File: config.mk
export PLATFORM = sky130hd
export DESIGN_NAME = banked_register_file_mode_switch
export DESIGN_NICKNAME = d
export VERILOG_FILES = /design/src/sv/brf_pkg.sv /design/src/sv/brf_regfile.sv /design/src/sv/banked_register_file_mode_switch.sv
export SDC_FILE = /design/constraint.sdc
export NUM_CORES = 2
export LEC_CHECK = 0
export BUFFER_PORTS_ARGS = -buffer_cell sky130_fd_sc_hd__clkbuf_2
export CORE_MARGIN = 2
export CORE_UTILIZATION = 35
export CTS_CLUSTER_DIAMETER = 60
export CTS_CLUSTER_SIZE = 12
export DETAILED_ROUTE_END_ITERATION = 10
export SYNTH_ARGS = -nofsm -noshare
export SYNTH_HDL_FRONTEND = slang
export SYNTH_SLANG_ARGS = --single-unit
File: constraint.sdc
create_clock -name i_clk -period 3.49 [get_ports i_clk]
set_input_delay 0.1745 -clock i_clk [delete_from_list [all_inputs] [get_ports i_clk]]
set_output_delay 0.1745 -clock i_clk [all_outputs]
set_load 0.01 [all_outputs]
File: src/sv/brf_pkg.sv
// shared types and constants for the banked register file
package brf_pkg;

    // operation codes
    localparam logic [2:0] OP_READ       = 3'd0;
    localparam logic [2:0] OP_WRITE      = 3'd1;
    localparam logic [2:0] OP_READ_USR   = 3'd2;
    localparam logic [2:0] OP_WRITE_USR  = 3'd3;
    localparam logic [2:0] OP_MODE       = 3'd4;
    localparam logic [2:0] OP_THUMB_SET  = 3'd5;
    localparam logic [2:0] OP_THUMB_CLR  = 3'd6;

    // mode codes
    localparam logic [2:0] MODE_FIQ = 3'd0;
    localparam logic [2:0] MODE_SVC = 3'd2;
    localparam logic [2:0] MODE_SYS = 3'd5;
    localparam logic [2:0] MODE_BAD = 3'd7;

    // register numbers and bank geometry
    localparam logic [3:0] REG_SP    = 4'd13;
    localparam logic [3:0] REG_LR    = 4'd14;
    localparam logic [3:0] REG_PC    = 4'd15;
    localparam logic [3:0] HIGH_BASE = 4'd8;
    localparam int         NUM_LIVE  = 16;
    localparam int         NUM_SLOTS = 6;
    localparam int         NUM_HIGH  = 5;

    // misc constants
    localparam int         PC_RESET      = 8;
    localparam logic [2:0] BYTES_THUMB   = 3'd2;
    localparam logic [2:0] BYTES_WIDE    = 3'd4;
    localparam int         DATA_WIDTH_DEF = 32;
    localparam int         PORT_WIDTH    = 32;

    // one accepted beat as seen by the register file
    typedef struct packed {
        logic       en;
        logic [2:0] op;
        logic [3:0] idx;
        logic [2:0] tgt_mode;
    } t_cmd;

    // status after the beat
    typedef struct packed {
        logic [2:0] mode;
        logic       thumb;
        logic       bad;
    } t_res;

    // bank slot of a mode: system and user share one slot
    function automatic logic [2:0] bank_slot(input logic [2:0] m);
        return (m >= MODE_SYS) ? MODE_SYS : m;
    endfunction

endpackage

File: src/sv/brf_regfile.sv
// register state with banked swap logic and user-view access
module brf_regfile #(
    parameter int DATA_WIDTH = brf_pkg::DATA_WIDTH_DEF
) (
    input  logic                  i_clk,
    input  logic                  i_rst_n,
    input  brf_pkg::t_cmd         i_cmd,
    input  logic [DATA_WIDTH-1:0] i_wdata,
    output logic [DATA_WIDTH-1:0] o_rdata,
    output brf_pkg::t_res         o_res
);
    import brf_pkg::*;

    logic [DATA_WIDTH-1:0] r_live  [NUM_LIVE];
    logic [DATA_WIDTH-1:0] r_link  [NUM_SLOTS];
    logic [DATA_WIDTH-1:0] r_stack [NUM_SLOTS];
    logic [DATA_WIDTH-1:0] r_fiqh  [NUM_HIGH];
    logic [DATA_WIDTH-1:0] r_usrh  [NUM_HIGH];
    logic [2:0]            r_mode;
    logic                  r_thumb;

    logic [DATA_WIDTH-1:0] n_live  [NUM_LIVE];
    logic [DATA_WIDTH-1:0] n_link  [NUM_SLOTS];
    logic [DATA_WIDTH-1:0] n_stack [NUM_SLOTS];
    logic [DATA_WIDTH-1:0] n_fiqh  [NUM_HIGH];
    logic [DATA_WIDTH-1:0] n_usrh  [NUM_HIGH];
    logic [2:0]            n_mode;
    logic                  n_thumb;

    logic                  user_live;
    logic                  user_high;
    logic [2:0]            high_idx;
    logic [DATA_WIDTH-1:0] user_val;
    logic [2:0]            old_slot;
    logic [2:0]            new_slot;
    logic                  old_fiq;
    logic                  new_fiq;
    logic                  bad;
    logic [DATA_WIDTH-1:0] rdata;

    // user-view decode: which store backs the register
    assign high_idx  = i_cmd.idx[2:0];
    assign user_high = (i_cmd.idx >= HIGH_BASE) && (i_cmd.idx < REG_SP)
                     && (r_mode == MODE_FIQ);
    assign user_live = (i_cmd.idx < HIGH_BASE) || (i_cmd.idx == REG_PC)
                     || ((i_cmd.idx < REG_SP) && (r_mode != MODE_FIQ))
                     || ((i_cmd.idx >= REG_SP) && (r_mode >= MODE_SYS));

    always_comb begin
        if (user_live) begin
            user_val = r_live[i_cmd.idx];
        end else if (user_high) begin
            user_val = r_usrh[high_idx];
        end else if (i_cmd.idx == REG_SP) begin
            user_val = r_stack[MODE_SYS];
        end else begin
            user_val = r_link[MODE_SYS];
        end
    end

    assign old_slot = bank_slot(r_mode);
    assign new_slot = bank_slot(i_cmd.tgt_mode);
    assign old_fiq  = (r_mode == MODE_FIQ);
    assign new_fiq  = (i_cmd.tgt_mode == MODE_FIQ);

    // next state for one beat
    always_comb begin
        n_live  = r_live;
        n_link  = r_link;
        n_stack = r_stack;
        n_fiqh  = r_fiqh;
        n_usrh  = r_usrh;
        n_mode  = r_mode;
        n_thumb = r_thumb;
        bad     = 1'b0;
        rdata   = '0;
        if (i_cmd.en) begin
            unique case (i_cmd.op)
                OP_READ: begin
                    rdata = r_live[i_cmd.idx];
                end
                OP_WRITE: begin
                    n_live[i_cmd.idx] = i_wdata;
                end
                OP_READ_USR: begin
                    rdata = user_val;
                end
                OP_WRITE_USR: begin
                    if (user_live) begin
                        n_live[i_cmd.idx] = i_wdata;
                    end else if (user_high) begin
                        n_usrh[high_idx] = i_wdata;
                    end else if (i_cmd.idx == REG_SP) begin
                        n_stack[MODE_SYS] = i_wdata;
                    end else begin
                        n_link[MODE_SYS] = i_wdata;
                    end
                end
                OP_MODE: begin
                    if (i_cmd.tgt_mode == MODE_BAD) begin
                        bad = 1'b1;
                    end else begin
                        // r8-r12 swap on entering or leaving fiq
                        if (old_fiq != new_fiq) begin
                            for (int i = 0; i < NUM_HIGH; i++) begin
                                if (old_fiq) begin
                                    n_fiqh[i] = r_live[4'(i) + HIGH_BASE];
                                    n_live[4'(i) + HIGH_BASE] = r_usrh[i];
                                end else begin
                                    n_usrh[i] = r_live[4'(i) + HIGH_BASE];
                                    n_live[4'(i) + HIGH_BASE] = r_fiqh[i];
                                end
                            end
                        end
                        // sp/lr swap between bank slots
                        if (old_slot != new_slot) begin
                            n_stack[old_slot] = r_live[REG_SP];
                            n_link[old_slot]  = r_live[REG_LR];
                            n_live[REG_SP]    = r_stack[new_slot];
                            n_live[REG_LR]    = r_link[new_slot];
                        end
                        n_mode = i_cmd.tgt_mode;
                    end
                end
                OP_THUMB_SET: begin
                    n_thumb = 1'b1;
                end
                OP_THUMB_CLR: begin
                    n_thumb = 1'b0;
                end
                default: begin
                end
            endcase
        end
    end

    // state registers
    always_ff @(posedge i_clk) begin
        if (!i_rst_n) begin
            for (int i = 0; i < NUM_LIVE; i++) begin
                r_live[i] <= (i == int'(REG_PC)) ? DATA_WIDTH'(PC_RESET) : '0;
            end
            for (int i = 0; i < NUM_SLOTS; i++) begin
                r_link[i]  <= '0;
                r_stack[i] <= '0;
            end
            for (int i = 0; i < NUM_HIGH; i++) begin
                r_fiqh[i] <= '0;
                r_usrh[i] <= '0;
            end
            r_mode  <= MODE_SVC;
            r_thumb <= 1'b0;
        end else begin
            r_live  <= n_live;
            r_link  <= n_link;
            r_stack <= n_stack;
            r_fiqh  <= n_fiqh;
            r_usrh  <= n_usrh;
            r_mode  <= n_mode;
            r_thumb <= n_thumb;
        end
    end

    assign o_rdata     = rdata;
    assign o_res.mode  = n_mode;
    assign o_res.thumb = n_thumb;
    assign o_res.bad   = bad;

endmodule

File: src/sv/banked_register_file_mode_switch.sv
// top level: input beat register, banked register file, result register
//
// Banked register file for a processor with seven modes. Every input beat
// (read, write, user-view read or write, mode change, thumb set or clear)
// is captured in an input register, executed against the register state
// once the result register is free or draining, and its result lands in an
// output register, from which it is offered. One beat is taken every cycle
// as long as the result side keeps up; a result that is not taken holds the
// next beat in the input register, which then holds off the input. Mode
// changes between bank slots swap r13/r14 and, on entering or leaving fiq,
// r8-r12, all in the same register update. Registers hold DATA_WIDTH bits;
// write data is truncated or zero extended to that width and read data shows
// the low 32 bits.
module banked_register_file_mode_switch #(
    parameter int DATA_WIDTH = brf_pkg::DATA_WIDTH_DEF
) (
    input  logic        i_clk,
    input  logic        i_rst_n,
    input  logic        i_in_valid,
    output logic        o_in_ready,
    input  logic [2:0]  i_op,
    input  logic [3:0]  i_reg_index,
    input  logic [31:0] i_write_data,
    input  logic [2:0]  i_target_mode,
    output logic        o_out_valid,
    input  logic        i_out_ready,
    output logic [31:0] o_read_data,
    output logic [2:0]  o_mode_now,
    output logic        o_thumb_flag,
    output logic [2:0]  o_instr_bytes,
    output logic        o_bad_mode
);
    import brf_pkg::*;

    localparam int RD_W = (DATA_WIDTH < PORT_WIDTH) ? DATA_WIDTH : PORT_WIDTH;

    logic                  r_in_valid;
    logic [2:0]            r_op;
    logic [3:0]            r_idx;
    logic [31:0]           r_wdata;
    logic [2:0]            r_target_mode;

    logic                  r_out_valid;
    logic [31:0]           r_read_data;
    logic [2:0]            r_mode_now;
    logic                  r_thumb;
    logic [2:0]            r_bytes;
    logic                  r_bad;

    logic                  advance;
    t_cmd                  cmd;
    t_res                  res;
    logic [DATA_WIDTH-1:0] rf_rdata;

    // handshake: execute when the result register is free or draining
    assign advance    = r_in_valid && (!r_out_valid || i_out_ready);
    assign o_in_ready = !r_in_valid || advance;

    // input beat register
    always_ff @(posedge i_clk) begin
        if (!i_rst_n) begin
            r_in_valid <= 1'b0;
        end else if (o_in_ready) begin
            r_in_valid <= i_in_valid;
        end
    end

    always_ff @(posedge i_clk) begin
        if (o_in_ready && i_in_valid) begin
            r_op          <= i_op;
            r_idx         <= i_reg_index;
            r_wdata       <= i_write_data;
            r_target_mode <= i_target_mode;
        end
    end

    assign cmd.en       = advance;
    assign cmd.op       = r_op;
    assign cmd.idx      = r_idx;
    assign cmd.tgt_mode = r_target_mode;

    brf_regfile #(
        .DATA_WIDTH (DATA_WIDTH)
    ) u_regfile (
        .i_clk   (i_clk),
        .i_rst_n (i_rst_n),
        .i_cmd   (cmd),
        .i_wdata (DATA_WIDTH'(r_wdata)),
        .o_rdata (rf_rdata),
        .o_res   (res)
    );

    // result register
    always_ff @(posedge i_clk) begin
        if (!i_rst_n) begin
            r_out_valid <= 1'b0;
        end else if (advance) begin
            r_out_valid <= 1'b1;
        end else if (i_out_ready) begin
            r_out_valid <= 1'b0;
        end
    end

    always_ff @(posedge i_clk) begin
        if (advance) begin
            r_read_data <= 32'(rf_rdata[RD_W-1:0]);
            r_mode_now  <= res.mode;
            r_thumb     <= res.thumb;
            r_bytes     <= res.thumb ? BYTES_THUMB : BYTES_WIDE;
            r_bad       <= res.bad;
        end
    end

    assign o_out_valid   = r_out_valid;
    assign o_read_data   = r_read_data;
    assign o_mode_now    = r_mode_now;
    assign o_thumb_flag  = r_thumb;
    assign o_instr_bytes = r_bytes;
    assign o_bad_mode    = r_bad;

endmodule
; Word-level counts from Yosys, hierarchy flattened
; Index checks and enable logic that the tools add are counted.
[op_classes]
n_bitwise = 5
magnitude_cmp = 13
mux = 71
reduce_logical = 32
eq_ne = 21
[op_table]
columns = operator, count
row1 = $mux 32, 34
row2 = $mux 160, 5
row3 = $pmux 224 s3, 1
row4 = $bwmux 512, 1
row5 = $mux 512, 1
row6 = $pmux 256 s2, 1
row7 = $bwmux 192, 2
row8 = $pmux 160 s2, 1
row9 = $bmux 32 s3, 3
row10 = $pmux 32 s2, 4
row11 = $mux 224, 1
row12 = $demux 32 s3, 2
row13 = $bwmux 160, 1
row14 = $bmux 32 s4, 1
row15 = $demux 32 s4, 1
row16 = $mux 64, 1
row17 = $reduce_and 7->1, 3
row18 = $ge 4x4->1 const B, 5
row19 = $mux 3, 6
row20 = $reduce_and 5->1, 3
row21 = $eq 3x3->1 const B, 4
row22 = $not 3->4, 3
row23 = $ne 2x1->1 const B, 5
row24 = $ne 2x2->1 const B, 5
row25 = other kinds (22), 48
[totals]
in_bits = 46
regBits = 1304

; Logic depth before layout (Yosys ltp)
[logic_depth]
word_depth = 11
mapped_depth = 10

; Cells and area by module
; A second synthesis with hierarchy kept.
[unflattened]
cells_unflattened = 6450
hier_area_um2 = 60021.3
[by_module_without_submodules]
columns = module, area_per_inst_um2, instances, cells_per_inst
row1 = brf_regfile, 57492.6, 1, 6357
row2 = banked_register_file_mode_switch, 2528.7, 1, 93

; Worst setup path after synthesis
; Ideal clock, no wire load.
[synth_path]
path_type = register -> register
startpoint = reg r_out_valid, in the netlist o_out_valid
endpoint = reg u_regfile.r_live[33] (netlist bit)
stages_incl_launch_ff = 10
setup_time_ns = 0.115
slack_ns = 1.022
arrival_time_ns = 2.353
synth_period_minus_slack_ns = 2.468
required_time_ns = 3.375
n_path_buf = 3
path_cell_list = dfxtp_1 -> nor2b_1 -> nand2b_1 -> inv_2 -> buf_2 -> o31a_1 -> buf_2 -> clkbuf_1 -> a41oi_1 -> o21a_1
[synth_between]
elab_chain_cells = 4
[synth_rtl]
columns = item, line
row1 = from (decl), banked_register_file_mode_switch.sv:43  ; logic r_out_valid;
row2 = from (signal assigned), banked_register_file_mode_switch.sv:96  ; r_out_valid <= 1'b0;
row3 = from (signal assigned), banked_register_file_mode_switch.sv:98  ; r_out_valid <= 1'b1;
row4 = from (signal assigned), banked_register_file_mode_switch.sv:100  ; r_out_valid <= 1'b0;
row5 = $logic_not 1->1, banked_register_file_mode_switch.sv:56  ; assign advance = r_in_valid && (!r_out_valid || i_out_ready);
row6 = $logic_or 1x1->1, banked_register_file_mode_switch.sv:56
row7 = $logic_and 1x1->1, banked_register_file_mode_switch.sv:56
row8 = via advance, banked_register_file_mode_switch.sv:50  ; logic advance;
row9 = $reduce_and 5->1 (no source line), -
row10 = "to (signal, indexed assignment)", brf_regfile.sv:141  ; r_live[i] <= (i == int'(REG_PC)) ? DATA_WIDTH'(PC_RESET) : '0;
row11 = to (signal assigned), brf_regfile.sv:154  ; r_live <= n_live;
row12 = to (decl), brf_regfile.sv:14  ; logic [DATA_WIDTH-1:0] r_live [NUM_LIVE];
; The timed path passes the listed nets, and every way through them passes these cells.
; A chain may end at the register's enable or synchronous reset.

; Worst setup path after layout
[layout_path]
startpoint = reg r_idx[1]
endpoint = reg r_read_data[2], in the netlist o_read_data[2], data pin
[layout_between]
elab_chain_cells = 7
elab_cells_between_ends = 25
[layout_rtl]
columns = item, line
row1 = from (decl), banked_register_file_mode_switch.sv:39  ; logic [3:0] r_idx;
row2 = from (signal assigned), banked_register_file_mode_switch.sv:71  ; r_idx <= i_reg_index;
row3 = $not 3->4 (implied by the code), brf_regfile.sv:53  ; user_val = r_usrh[high_idx];
row4 = $bmux 32 s3, brf_regfile.sv:53
row5 = $mux 32 (implied by the code) (2 in a row), brf_regfile.sv:53
row6 = $mux 32, brf_regfile.sv:52  ; end else if (user_high) begin
row7 = $mux 32, brf_regfile.sv:50  ; if (user_live) begin
row8 = $pmux 32 s2 (*), brf_regfile.sv:78  ; unique case (i_cmd.op)
row9 = to (signal assigned), banked_register_file_mode_switch.sv:106  ; r_read_data <= 32'(rf_rdata[RD_W-1:0]);
row10 = to (decl), banked_register_file_mode_switch.sv:44  ; logic [31:0] r_read_data;
; Mark *: on every way between the ends. The rest lies on a longest branch, timed or not. The select of a mux whose other input is x is not followed.

==> flow_summary.toml <==
[timing]
relSlewSlack_pct = 23.3
tns_ns = 0
rsz0062_at_grt = "false"
skew_ns = 0.0347
setup_ws_ns = 0.302
fin_crit_sh_pct = 91.3
finalHoldViolations = 0
drv_slew = 0
finalCriticalPeriod_ns = 3.19
tightest_slew_ns = 1.15
finalSetupViolations = 0
fmax_ghz = 0.314

[placed_design]
place_inst = 8645
place_area_mm2 = 0.0632
routabilityCongestion = 0.895
dp_slack_ns = 0.419
port_buffers = 86
dpl.hpwl_um = 141000

[clocking]
cts_hold_buffers = 46
cts_resized = 0
cts.reportedPaths.clkPinSlew_ns = 0.07
cts.path.max_buffers = 3
cts_tree = "built"
cts_buffers = 132
clock_latency_ns = 0.79
root_buffer = "clkbuf_16"
cts_max_level = 4
cts_setup_buffers = 0
clock_sinks = 1302

[synth]
synth_common_cells = "nand2_1, dfxtp_1, a21oi_1, clkbuf_1, mux2i_1"
syn_avg_cell_area_um2 = 8.91
synth-main-ff-cell = "dfxtp_1"
synthTopCellsByArea = "dfxtp_1, nand2_1, mux4_2"
synth_area_mm2 = 0.0602
synth_nets = 6810
synth.most_common_cell = "nand2_1"
synth_largest_area_cell = "dfxtp_1"
netlist.area_leader.share_pct = 40.6
async_reset_ff_share_pct = 0
yosysWarnings = 0
synth_cells = 6764
ys_ff_latch = 1302
yosysSeqAreaShare_pct = 44.6
synth_cell_type_count = 64
synth_edf_count = 80

[global_route]
track_usage_pct = 25.2
grt_overflow = 0
busiest_layer = "met2"
antenna_found_initial = 6
grt_use_met1_pct = 34.3
grt_first_pass_wirelength_um = 339000
use_met3_pct = 5.31
use_met2_pct = 38.0
grt_max_degree = 217
grt_pass1_vias = 50700

[worst_setup_path]
critPathArrivalTime_ns = 3.68
start_kind = "flip-flop"
cp_max_fo = 69
path_delay_family = "compound AO/OA/AOI/OAI gates"
worst_path_largest_cell_delay_ns = 0.78
critical_path_required_ns = 3.98
cp-end-kind = "flip-flop"
crit_slowest_cell = "o32ai_1"
cp_cell_sequence = "buf_12, nor2_1, o21a_1, nor3_1, nand2_2, o32ai_1"
r2r_cells = 6
cp.depth = 6
crit_buf_inv = 1
path_class = "flip-flop to flip-flop"

[run]
cap_violations = 0

[floorplanning]
fp.dieW_um = 419
initial_core_util_pct = 35.2
die_area_mm2 = 0.175
chipHeight_um = 419
rows = 152
io-pin-count = 88
fp.coreArea_mm2 = 0.171

[pwr]
leakage_uw = 0.0237
power.density_mw_per_mm2 = 462
peakVddDrop_v = 0.000381

[detailed_routing]
drtIter0Drc = 7083
ant_nets = 0
wl_per_cell_um = 25.6
drt-pass1-iter-count = 6
route.detailed.drc = 0
vias = 54100
routed_via_density = 6.09
wl_um = 228000

[finish]
finalNetCount = 6561
area_delta_synth_final_pct = 12.2
layout-drive-gt1-share_pct = 15.0
instances_no_fill = 8890
finish.instance_area_mm2 = 0.0676

[run_status]
status = "finished clean"

[worst_hold_path]
hold_path_class = "input pin to flip-flop"
hold_depth = 2
-- layout by cell type (no fill, tap or decap), types with 66 or more instances in the layout --
cell | netlist | routed
a21oi_1 | 552 | 548
a22oi_1 | 192 | 192
a31oi_1 | 71 | 71
buf_4 | 9 | 164
clkbuf_16 | 0 | 143
clkbuf_2 | 0 | 85
dfxtp_1 | 1222 | 1222
edfxtp_1 | 80 | 80
mux2i_1 | 384 | 384
mux4_2 | 192 | 192
nand2_1 | 1700 | 1694
nand3_1 | 265 | 260
nor2_1 | 292 | 275
o21a_1 | 66 | 66
o21ai_0 | 260 | 260
o221a_2 | 245 | 245
-- per-layer routing --
metal  part of all wire [%]  vias up
met5                  0.010        -
met4                    5.1        4
met3                     10      504
met2                     43     3058
met1                     41    26800
li1                       -    23700
-- cell type report --
| type | count | area [um^2] |
|---|---|---|
| antenna | 3 | 7.51 |
| clock buffer | 183 | 3800 |
| clock inverter | 13 | 135 |
| fill | 17000 | 104000 |
| inverter | 38 | 153 |
| multi-input combinational | 4691 | 30500 |
| sequential | 1302 | 26900 |
| tap | 2310 | 2890 |
| timing repair buffer | 350 | 3210 |
-- power breakdown --
part           internal [uW]  switching [uW]  leakage, uW  total (uW)
logic                    645            1500       0.0111        2150
clock network           7660            6050      0.00192       13700
registers              15100             236       0.0106       15400
total                  23400            7790       0.0237       31200
-- worst reg2reg max path, stage by stage (launching register included) --
cell and delay (ns):
edfxtp_1 0.52, buf_12 0.40, nor2_1 0.16, o21a_1 0.23, nor3_1 0.31, nand2_2 0.48, o32ai_1 0.80
-- registers in the layout (all words and copies together) (netlist names), 2 cells and up --
signal,flops
o_instr_bytes,2
o_mode_now,3
o_read_data,32
r_idx,4
r_op,3
r_target_mode,3
r_wdata,32
u_regfile.r_fiqh,160
u_regfile.r_link,192
u_regfile.r_live,512
u_regfile.r_mode,3
u_regfile.r_stack,192
u_regfile.r_usrh,160
-- metrics by stage --
stage               hold slack (ns)  utilization (%)  power [uW]
floorplan                     0.273                -       16900
global placement              0.353             36.9       17700
detailed placement            0.353             36.9       17800
CTS                          0.0623             39.5       31400
global route                  0.109             39.5       32000
finish                        0.106             39.5       31200
-- kinds of logic after synthesis --
family	share of synthesized area (%)
AND/OR/NAND/NOR	15.6
AO/OA/AOI/OAI	20.9
flip-flops	44.6
buffers and inverters	5.29
multiplexers	13.6
XOR/XNOR	0.0145
other	0.00623
-- path summary, 6_finish.rpt --
kind	from	to	slack, ns
worst max-delay path	r_idx[1]	o_read_data[2]	0.30
worst min-delay path	i_write_data[3]	r_wdata[3]	0.11
worst max register to register	r_idx[1]	o_read_data[2]	0.30
worst min register to register	u_regfile.r_live[497]	u_regfile.r_live[497]	0.45
Note: power is estimated with default switching activity, not from simulation.
